File: src/sv/assert_macros.svh
// Assertion macros shared by the slot table smoother modules.
// Needs signals named clk and rst_n in the module that uses them.
`ifndef ASSERT_MACROS_SVH
`define ASSERT_MACROS_SVH

// Same-cycle implication, checked outside reset.
`define STES_CHECK_NOW(lbl, cond, expr, msg) \
  lbl: assert property (@(posedge clk) disable iff (!rst_n) (cond) |-> (expr)) \
    else $error(msg);

// Next-cycle implication, checked outside reset.
`define STES_CHECK_NEXT(lbl, cond, expr, msg) \
  lbl: assert property (@(posedge clk) disable iff (!rst_n) (cond) |=> (expr)) \
    else $error(msg);

`endif

File: src/sv/stes_pkg.sv
// Types and constants for the slot table exponential smoother.
// No dependencies; used by every module of the block but stes_ram.
package stes_pkg;

  localparam int VALUE_W         = 24;
  localparam int HALF_W          = 25;
  localparam int HIGH_W          = 25;
  localparam int ALPHA_W         = 16;
  localparam int HOUR_W          = 5;
  localparam int MINUTE_W        = 6;

  localparam int HOURS_PER_DAY    = 24;
  localparam int MINUTES_PER_HOUR = 60;
  localparam int MINUTES_PER_SLOT = 15;
  localparam int SLOTS_PER_HOUR   = 4;

  localparam int ROUND_HALF      = 32768;
  localparam logic [ALPHA_W-1:0] ALPHA_RESET = 16'd19661;
  localparam logic [HIGH_W-1:0]  HIGH_MAX    = 25'd25165823;

  // 1.96 = 49/25, so the band test is (25*h)^2 * cnt <= (49*mean)^2.
  localparam int EST_SCALE     = 49;
  localparam int COUNT_SCALE   = 625;
  localparam int COUNT_SCALE_W = 10;
  localparam int SCALED_W      = 30;
  localparam int SQ_W          = 60;

  localparam logic STATUS_OK       = 1'b0;
  localparam logic STATUS_BAD_TIME = 1'b1;

  typedef enum logic [1:0] {
    ACT_OBSERVE = 2'd0,
    ACT_PREDICT = 2'd1,
    ACT_SEED    = 2'd2,
    ACT_CLEAR   = 2'd3
  } action_t;

  typedef struct packed {
    action_t               action;
    logic [HOUR_W-1:0]     hour;
    logic [MINUTE_W-1:0]   minute;
    logic [VALUE_W-1:0]    sample_value;
  } in_req_t;

  typedef struct packed {
    logic                  status;
    logic [VALUE_W-1:0]    estimate;
    logic [VALUE_W-1:0]    band_low;
    logic [HIGH_W-1:0]     band_high;
  } out_rsp_t;

endpackage

File: src/sv/stes_band.sv
// Confidence band half-width unit: floor(1.96*mean/sqrt(count)), bit by bit.
// Depends on stes_pkg and assert_macros.svh.
`include "assert_macros.svh"

module stes_band #(
  parameter int COUNT_BITS = 16
) (
  input  logic                         clk,
  input  logic                         rst_n,
  input  logic                         go,
  input  logic [stes_pkg::VALUE_W-1:0] est,
  input  logic [COUNT_BITS-1:0]        cnt,
  output logic                         done,
  output logic [stes_pkg::HALF_W-1:0]  half
);
  import stes_pkg::*;

  localparam int CW = COUNT_BITS + COUNT_SCALE_W;
  localparam int DW = CW + 2 * HALF_W;
  localparam int KW = $clog2(HALF_W);

  typedef enum logic [2:0] {
    B_IDLE   = 3'b001,
    B_SQUARE = 3'b010,
    B_ITER   = 3'b100
  } bstate_t;

  bstate_t             state_r, state_nxt;
  logic [KW-1:0]       k_r, k_nxt;
  logic                done_r, done_nxt;
  logic [SCALED_W-1:0] e49_r, e49_nxt;
  logic [CW-1:0]       c_r, c_nxt;
  logic [SQ_W-1:0]     rem_r, rem_nxt;
  logic [DW-1:0]       w_r, w_nxt;
  logic [DW-1:0]       v_r, v_nxt;
  logic [HALF_W-1:0]   h_r, h_nxt;
  logic [DW-1:0]       d;
  logic                take;

  // The remainder holds (49*mean)^2 - C*h^2; w is C*h scaled to the trial bit
  // and v is C*4^k, so one trial costs a single add and compare.
  assign d    = w_r + v_r;
  assign take = DW'(rem_r) >= d;

  always_comb begin
    state_nxt = state_r;
    k_nxt     = k_r;
    done_nxt  = 1'b0;
    e49_nxt   = e49_r;
    c_nxt     = c_r;
    rem_nxt   = rem_r;
    w_nxt     = w_r;
    v_nxt     = v_r;
    h_nxt     = h_r;
    case (state_r)
      B_IDLE: begin
        if (go) begin
          e49_nxt   = SCALED_W'(est) * SCALED_W'(EST_SCALE);
          c_nxt     = CW'(cnt) * CW'(COUNT_SCALE);
          state_nxt = B_SQUARE;
        end
      end
      B_SQUARE: begin
        rem_nxt   = SQ_W'(e49_r) * SQ_W'(e49_r);
        w_nxt     = '0;
        v_nxt     = DW'(c_r) << (2 * (HALF_W - 1));
        h_nxt     = '0;
        k_nxt     = KW'(HALF_W - 1);
        state_nxt = B_ITER;
      end
      B_ITER: begin
        if (take) begin
          rem_nxt    = rem_r - d[SQ_W-1:0];
          w_nxt      = (w_r >> 1) + v_r;
          h_nxt[k_r] = 1'b1;
        end else begin
          w_nxt = w_r >> 1;
        end
        v_nxt = v_r >> 2;
        if (k_r == '0) begin
          done_nxt  = 1'b1;
          state_nxt = B_IDLE;
        end else begin
          k_nxt = k_r - KW'(1);
        end
      end
      default: begin
        state_nxt = B_IDLE;
      end
    endcase
  end

  always_ff @(posedge clk) begin
    if (!rst_n) begin
      state_r <= B_IDLE;
      done_r  <= 1'b0;
    end else begin
      state_r <= state_nxt;
      done_r  <= done_nxt;
    end
  end

  always_ff @(posedge clk) begin
    k_r   <= k_nxt;
    e49_r <= e49_nxt;
    c_r   <= c_nxt;
    rem_r <= rem_nxt;
    w_r   <= w_nxt;
    v_r   <= v_nxt;
    h_r   <= h_nxt;
  end

  assign done = done_r;
  assign half = h_r;

  `STES_CHECK_NOW(a_go_when_idle, go, state_r == B_IDLE, "band unit started while running")
  `STES_CHECK_NEXT(a_done_single, done_r, !done_r && state_r == B_IDLE, "done not a single pulse")

endmodule

File: config.mk
export PLATFORM = sky130hd
export DESIGN_NAME = stes_band
export DESIGN_NICKNAME = d
export VERILOG_FILES = /design/src/sv/stes_pkg.sv /design/src/sv/stes_band.sv
export VERILOG_INCLUDE_DIRS = /design/src /design/src/sv
export SDC_FILE = /design/constraint.sdc
export NUM_CORES = 2
export LEC_CHECK = 0
export BUFFER_PORTS_ARGS = -buffer_cell sky130_fd_sc_hd__buf_2
export CORE_ASPECT_RATIO = 0.75
export CORE_UTILIZATION = 27
export DETAILED_ROUTE_END_ITERATION = 12
export PLACE_DENSITY_LB_ADDON = 0.05
export SETUP_SLACK_MARGIN = 0.3
export SLEW_MARGIN = 25
export SYNTH_ARGS = -nofsm -noshare
export SYNTH_HDL_FRONTEND = slang
export SYNTH_SLANG_ARGS = --single-unit
export TNS_END_PERCENT = 10
File: constraint.sdc
create_clock -name clk -period 11.05 [get_ports clk]
set_input_delay 1.105 -clock clk [delete_from_list [all_inputs] [get_ports clk]]
set_output_delay 1.105 -clock clk [all_outputs]
set_load 0.02 [all_outputs]
; Yosys cells after proc, flatten, opt, wreduce, memory -nomap -nowiden
; Cells that the tools add are included.
[op_classes]
n_mul = 3
muxes = 15
bitwise = 1
n_eq_ne = 7
order_cmp = 3
addsub = 4
reduce_logical = 8
[ops]
columns = operator, n
row1 = one-hot mux 76 bit (2 select lines), 2
row2 = one-hot mux 60 bit (2 select lines), 1
row3 = adder 75 x 76 -> 76 bit, 1
row4 = adder 76 bit, 1
row5 = greater-or-equal comparator 60 x 76 -> 1 bit, 1
row6 = 2-to-1 mux 76 bit, 1
row7 = multiplier 30 x 30 -> 60 bit, 1
row8 = 2-to-1 mux 60 bit, 1
row9 = subtractor 60 bit, 1
row10 = one-hot mux 25 bit (2 select lines), 1
row11 = multiplier 24 x 6 -> 30 bit (second input constant), 1
row12 = multiplier 16 x 10 -> 26 bit (second input constant), 1
row13 = 2-to-1 mux 25 bit, 1
row14 = bitwise OR 25 bit, 1
row15 = one-hot mux 5 bit (2 select lines), 1
row16 = AND reduction 2 bit, 5
row17 = one-hot mux 3 bit (3 select lines), 1
row18 = inequality test 2 bit (second input constant), 4
row19 = less-than comparator 5 x 6 -> 1 bit (second input constant), 1
row20 = 2-to-1 mux 3 bit, 2
row21 = demux 1 bit (select 5 bit), 1
row22 = greater-or-equal comparator 5 x 1 -> 1 bit (second input constant), 1
row23 = zero test 5 bit, 1
row24 = 2-to-1 mux 5 bit, 1
row25 = 7 further kinds, 8
[totals]
inputBits = 43
word_cells = 50
out_inout_bits = 26
regBits = 302

; Logic depth before layout (Yosys ltp)
[depth]
depth_word = 7
ltp_mapped = 35
depth_no_buf = 32

; Least setup slack after synthesis
; Ideal clock, no wire load.
[synth_timing]
kind = reg2reg
start = reg v_r[0]
end = reg h_r[0] (netlist: half[0]) (enable)
path_stages_with_launch = 29
required_ns = 10.492
arrival_ns = 9.730
setup_time_ns = 0.558
path_buffers = 2
setup_slack_ns = 0.762
synth_period_minus_slack_ns = 10.288
path_cell_list = edfxtp_1 ha_1 fa_1 a21o_2 a311oi_2 o31ai_2 a41oi_2 o21ai_0 a31oi_1 o21a_1 o21bai_1 a21oi_1 nand2b_1 nand2b_1 a21oi_1 xnor2_1 ha_1 nand3_1 nor2_1 nand3_1 or4_1 o21ai_0 a211oi_1 and4b_1 and4b_1 nand3_1 buf_2 buf_4 o22ai_1
[synth_between]
elab_chain_len = 4
[synth_rtl]
columns = element, line
row1 = start: declaration, stes_band.sv:35  ; logic [DW-1:0] v_r, v_nxt;
row2 = start signal: assignment, stes_band.sv:109  ; v_r <= v_nxt;
row3 = adder 76 bit, stes_band.sv:42  ; assign d = w_r + v_r;
row4 = greater-or-equal comparator 60 x 76 -> 1 bit, stes_band.sv:43  ; assign take = DW'(rem_r) >= d;
row5 = inequality test 2 bit (no source line), n/a
row6 = AND reduction 2 bit (no source line), n/a
row7 = end signal: assignment, stes_band.sv:110  ; h_r <= h_nxt;
row8 = end: declaration, stes_band.sv:36  ; logic [HALF_W-1:0] h_r, h_nxt;
; No other way between the ends.
; A chain may end at the register's enable or synchronous reset.

; Final worst setup path
[layout_timing]
start = reg e49_r[15]
end = reg rem_r[58], data pin
[layout_between]
elab_chain_len = 2
[layout_rtl]
columns = element, line
row1 = start: declaration, stes_band.sv:31  ; logic [SCALED_W-1:0] e49_r, e49_nxt;
row2 = start signal: assignment, stes_band.sv:105  ; e49_r <= e49_nxt;
row3 = multiplier 30 x 30 -> 60 bit, stes_band.sv:64  ; rem_nxt = SQ_W'(e49_r) * SQ_W'(e49_r);
row4 = one-hot mux 60 bit (2 select lines), stes_band.sv:55  ; case (state_r)
row5 = named net rem_nxt[58], stes_band.sv:33  ; logic [SQ_W-1:0] rem_r, rem_nxt;
row6 = end signal: assignment, stes_band.sv:107  ; rem_r <= rem_nxt;
row7 = end: declaration, stes_band.sv:33
; The timed path passes the listed nets, and every way through them passes these cells.

==> out/summary.md <==
In this run, synthesis inferred 296 flip-flops with an integrated enable. The clock-pin slew reported for the worst setup and hold paths after clock tree synthesis came out at 0.06 ns. In this design, the critical path's most frequently occurring cell is fa_1. The number of hold violations in the final report is 0. The max-slew headroom at the worst pin is 0.2790. The number of slew-limit violations in the final report was 0; the reported max-cap violation count was 0. The origin of the critical flop-to-flop path is e49_r[15]. The worst setup path is of the flop to flop kind. The setup check on the worst reg-to-reg path leaves a slack of 1.17 ns. The number of primary I/O pins came out at 69. In the final routed layout, each cell accounts on average for 19.07 µm. The die is 390.6 µm tall. The share of post-route cells with drive strength above 1 is 0.04265, and the pre-CTS setup slack is 1.162 ns. The proportion of register bits with asynchronous set or reset after synthesis is 0.

The number of buffers added by the clock tree synthesis step was 43. The most critical setup path has its endpoint at rem_r[58]. In this run, placement finished with an instance count of 8564. The tools report the worst setup path startpoint as e49_r[15].

The cell type of the slowest stage on the worst timing path was edfxtp_1. The first global-routing pass estimated 262000 µm of wire. The final route contains 40000 vias.

The floorplan has 142 rows. The logs give 59140 µm² for the final instance area and 0 for the yosys synthesis warning count. STA classifies the critical path endpoint as a flop.

Setup total negative slack on the finished layout was measured at 0 ns. The overall die width was 520.2 µm; the wire length reported by the detailed router was 164900 µm. Initial antenna violation count: 6. Number of input and output port buffers inserted: 68. Derived from the worst setup path, the maximum achievable clock frequency is 101.2 MHz. DRC violation count after routing: 0. The clock net in this run drives a total of 300 sinks. The tools report the post-CTS setup-driven buffer insertion count as 0.

The number of hold buffers added after CTS was 0. The number of cells traversed by the worst hold path was 2; the insertion delay of the later-clocked pin in the worst-skew pair was 0.65 ns. The path class of the tightest hold or removal check is flop to flop. The tools report the data arrival time of the critical path as 10.26 ns. The sequential element share of the synthesized area is 0.1649. Setup slack closes at 1.165 ns. Global routing finished with a remaining overflow of 0. For the global router's overall resource usage, the log shows 0.1662.

The clock skew after layout is 0.03504 ns, and the number of cells traversed by the worst register-to-register path is 28. The transition time at the pin with the least slew margin is 1.075 ns, and the HPWL after detailed placement is 137100 µm. STA classifies the critical path startpoint as a flop. The run gives 0 as the final-report setup violation count. The run finished with clean final reports. Counting flops and latches in the post-synthesis netlist gives 300. The endpoint identified for the worst register-to-register timing path is rem_r[58].

For the net count reported at finish, the log shows 7361. The via count of the first global-routing pass came out at 43270. Dominant synthesized flop cell: edfxtp_1.

A synthesized cell averages 9.090 µm². The die area is 203200 µm², and the synthesized net count is 7398. Global placement routability congestion: 0.7935.

For this run, the detailed router's first-pass iteration total came to 5. In this run the deepest clock path goes through 3 buffers. The H-tree was split into 2 levels. In the routed layout, each cell is associated on average with a via count of 4.626. Once detail routing completed, the nets flagged for antenna violations numbered 0.

TritonCTS built the clock tree. The number of instances resized during post-cts repair came out at 0. The largest incremental delay on the critical path is 0.87 ns, and the fraction of the cycle the final worst path needs is 0.8946. The initial core utilization was 0.2720; the time the worst path needs with I/O delays and setup was 9.885 ns. The logs give 2237 for the count of routing violations after the opening detailed-route iteration and 54370 µm² for the cell area after synthesis. The tools report the cell area reported after detailed placement as 57730 µm².

The area growth from synthesis to layout is 8.769%. Setup repair after global routing left no endpoint under its margin. At the worst endpoint, the required time is 11.42 ns. For the largest net degree at the start of global routing, the log shows 129. The number of different library cells used by synthesis comes to 98.

Of all nets on the critical path, the largest fanout is 18. Cell at the root of the clock tree: clkbuf_16. Synthesis produced 5982 cells.

Once layout is complete, the cells apart from fillers number 8646. The area inside the core boundary was 199900 µm².
-- per-layer routing --
metal,vias up,GRT usage,share of wire
li1,19500,-,-
met1,20000,0.2477,0.52
met2,414,0.2616,0.44
met3,84,0.01911,0.031
met4,0,0.02117,0.011
met5,-,0,0
-- final cells by class --
cell class | instances | area [µm²]
Tap cell | 2664 | 3333
Clock buffer | 49 | 1099
Sequential cell | 300 | 8969
Inverter | 1139 | 4275
Antenna cell | 3 | 7.507
Fill cell | 21470 | 140700
Timing Repair Buffer | 120 | 755.7
Multi-Input combinational cell | 4341 | 40390
Clock inverter | 30 | 311.5
-- worst min path at each step --
stage          startpoint       to  slack (ns)
6_report          c_r[17]  v_r[65]        0.51
3_3_place_gp      c_r[23]  v_r[71]        0.50
4_1_cts           c_r[17]  v_r[65]        0.51
2_1_floorplan      c_r[0]  v_r[48]        0.49
5_1_grt           c_r[20]  v_r[68]        0.53
3_5_place_dp      c_r[10]  v_r[58]        0.50
-- kinds of logic (layout without fill, tap and decap cells) --
logic type / count (synthesis) / count (layout) / synth area share
buffers and inverters: 1341 / 1338 / 0.09347
XOR/XNOR: 282 / 282 / 0.04542
multiplexers: 82 / 82 / 0.01526
flip-flops: 300 / 300 / 0.1649
AND/OR/NAND/NOR: 1546 / 1546 / 0.1359
other: 0 / 3 / 0
AO/OA/AOI/OAI: 1058 / 1058 / 0.1250
adder cells (fa/ha/maj): 1373 / 1373 / 0.4200
-- flip-flops by register name, indices dropped and copies added, names as in the netlist, 3 cells and up --
signal and flops:
w_r 76, rem_r 60, e49_r 30, state_r 3
v_r 74, c_r 26, half 25, k_r 5
-- metrics by stage --
| stage | hold slack (ns) | utilization |
|---|---|---|
| after floorplan | 0.4908 | - |
| after global placement | 0.4974 | 0.2888 |
| after detailed placement | 0.5006 | 0.2888 |
| after CTS | 0.5134 | 0.2959 |
| after global routing | 0.5277 | 0.2959 |
| final | 0.5067 | 0.2959 |
-- critical path: cells and delay by family, from the launching register on --
kind	cells	cell delay, ns
fa+ha+maj	9	4.26
compound gates	7	1.95
simple gates	5	1.47
flops	1	0.87
buf+inv	5	0.75
xor+xnor	1	0.19
mux	1	0.09
-- placed cells by master, fill, tap and decap left out, types with 25 or more instances in the layout --
master and n:
inv_1 1138, buf_2 68, xnor2_1 169, xor2_1 113, a21o_1 169, buf_4 50
nand2b_1 46, and3_1 31, o21ai_0 180, nand2_1 649, a21oi_1 360, and2_1 253
o21bai_1 56, nand4_1 62, o21a_1 39, ha_1 619, nor3_1 65, edfxtp_1 296
fa_1 754, nor2_1 241, a31oi_1 40, a211oi_1 25, mux2i_1 78, clkbuf_16 43
nor2b_1 39, nand3_1 65
-- Yosys cell counts, drive strengths merged (10+ instances only) --
master,n,share of area
a211oi,26,0.0037
a21boi,12,0.0017
a21o,170,0.023
a21oi,363,0.034
a311oi,11,0.0019
a31o,17,0.0027
a31oi,40,0.0046
and2,253,0.029
and3,31,0.0036
buf,27,0.0027
clkbuf,175,0.012
edfxtp,296,0.16
fa,754,0.28
ha,619,0.14
inv,1138,0.079
mux2i,78,0.014
nand2,649,0.045
nand2b,46,0.0053
nand3,66,0.0061
nand3b,13,0.0018
nand4,63,0.0074
nor2,242,0.017
nor2b,39,0.0045
nor3,66,0.0062
nor4,10,0.0013
o211ai,21,0.0031
o21a,40,0.0055
o21ai,184,0.017
o21bai,56,0.0077
o31ai,18,0.0026
or2,18,0.0021
or3,19,0.0022
xnor2,169,0.027
xor2,113,0.018
Power is not shown: default switching activity piles up to over one toggle a cycle in this logic, so the estimate is an artifact.
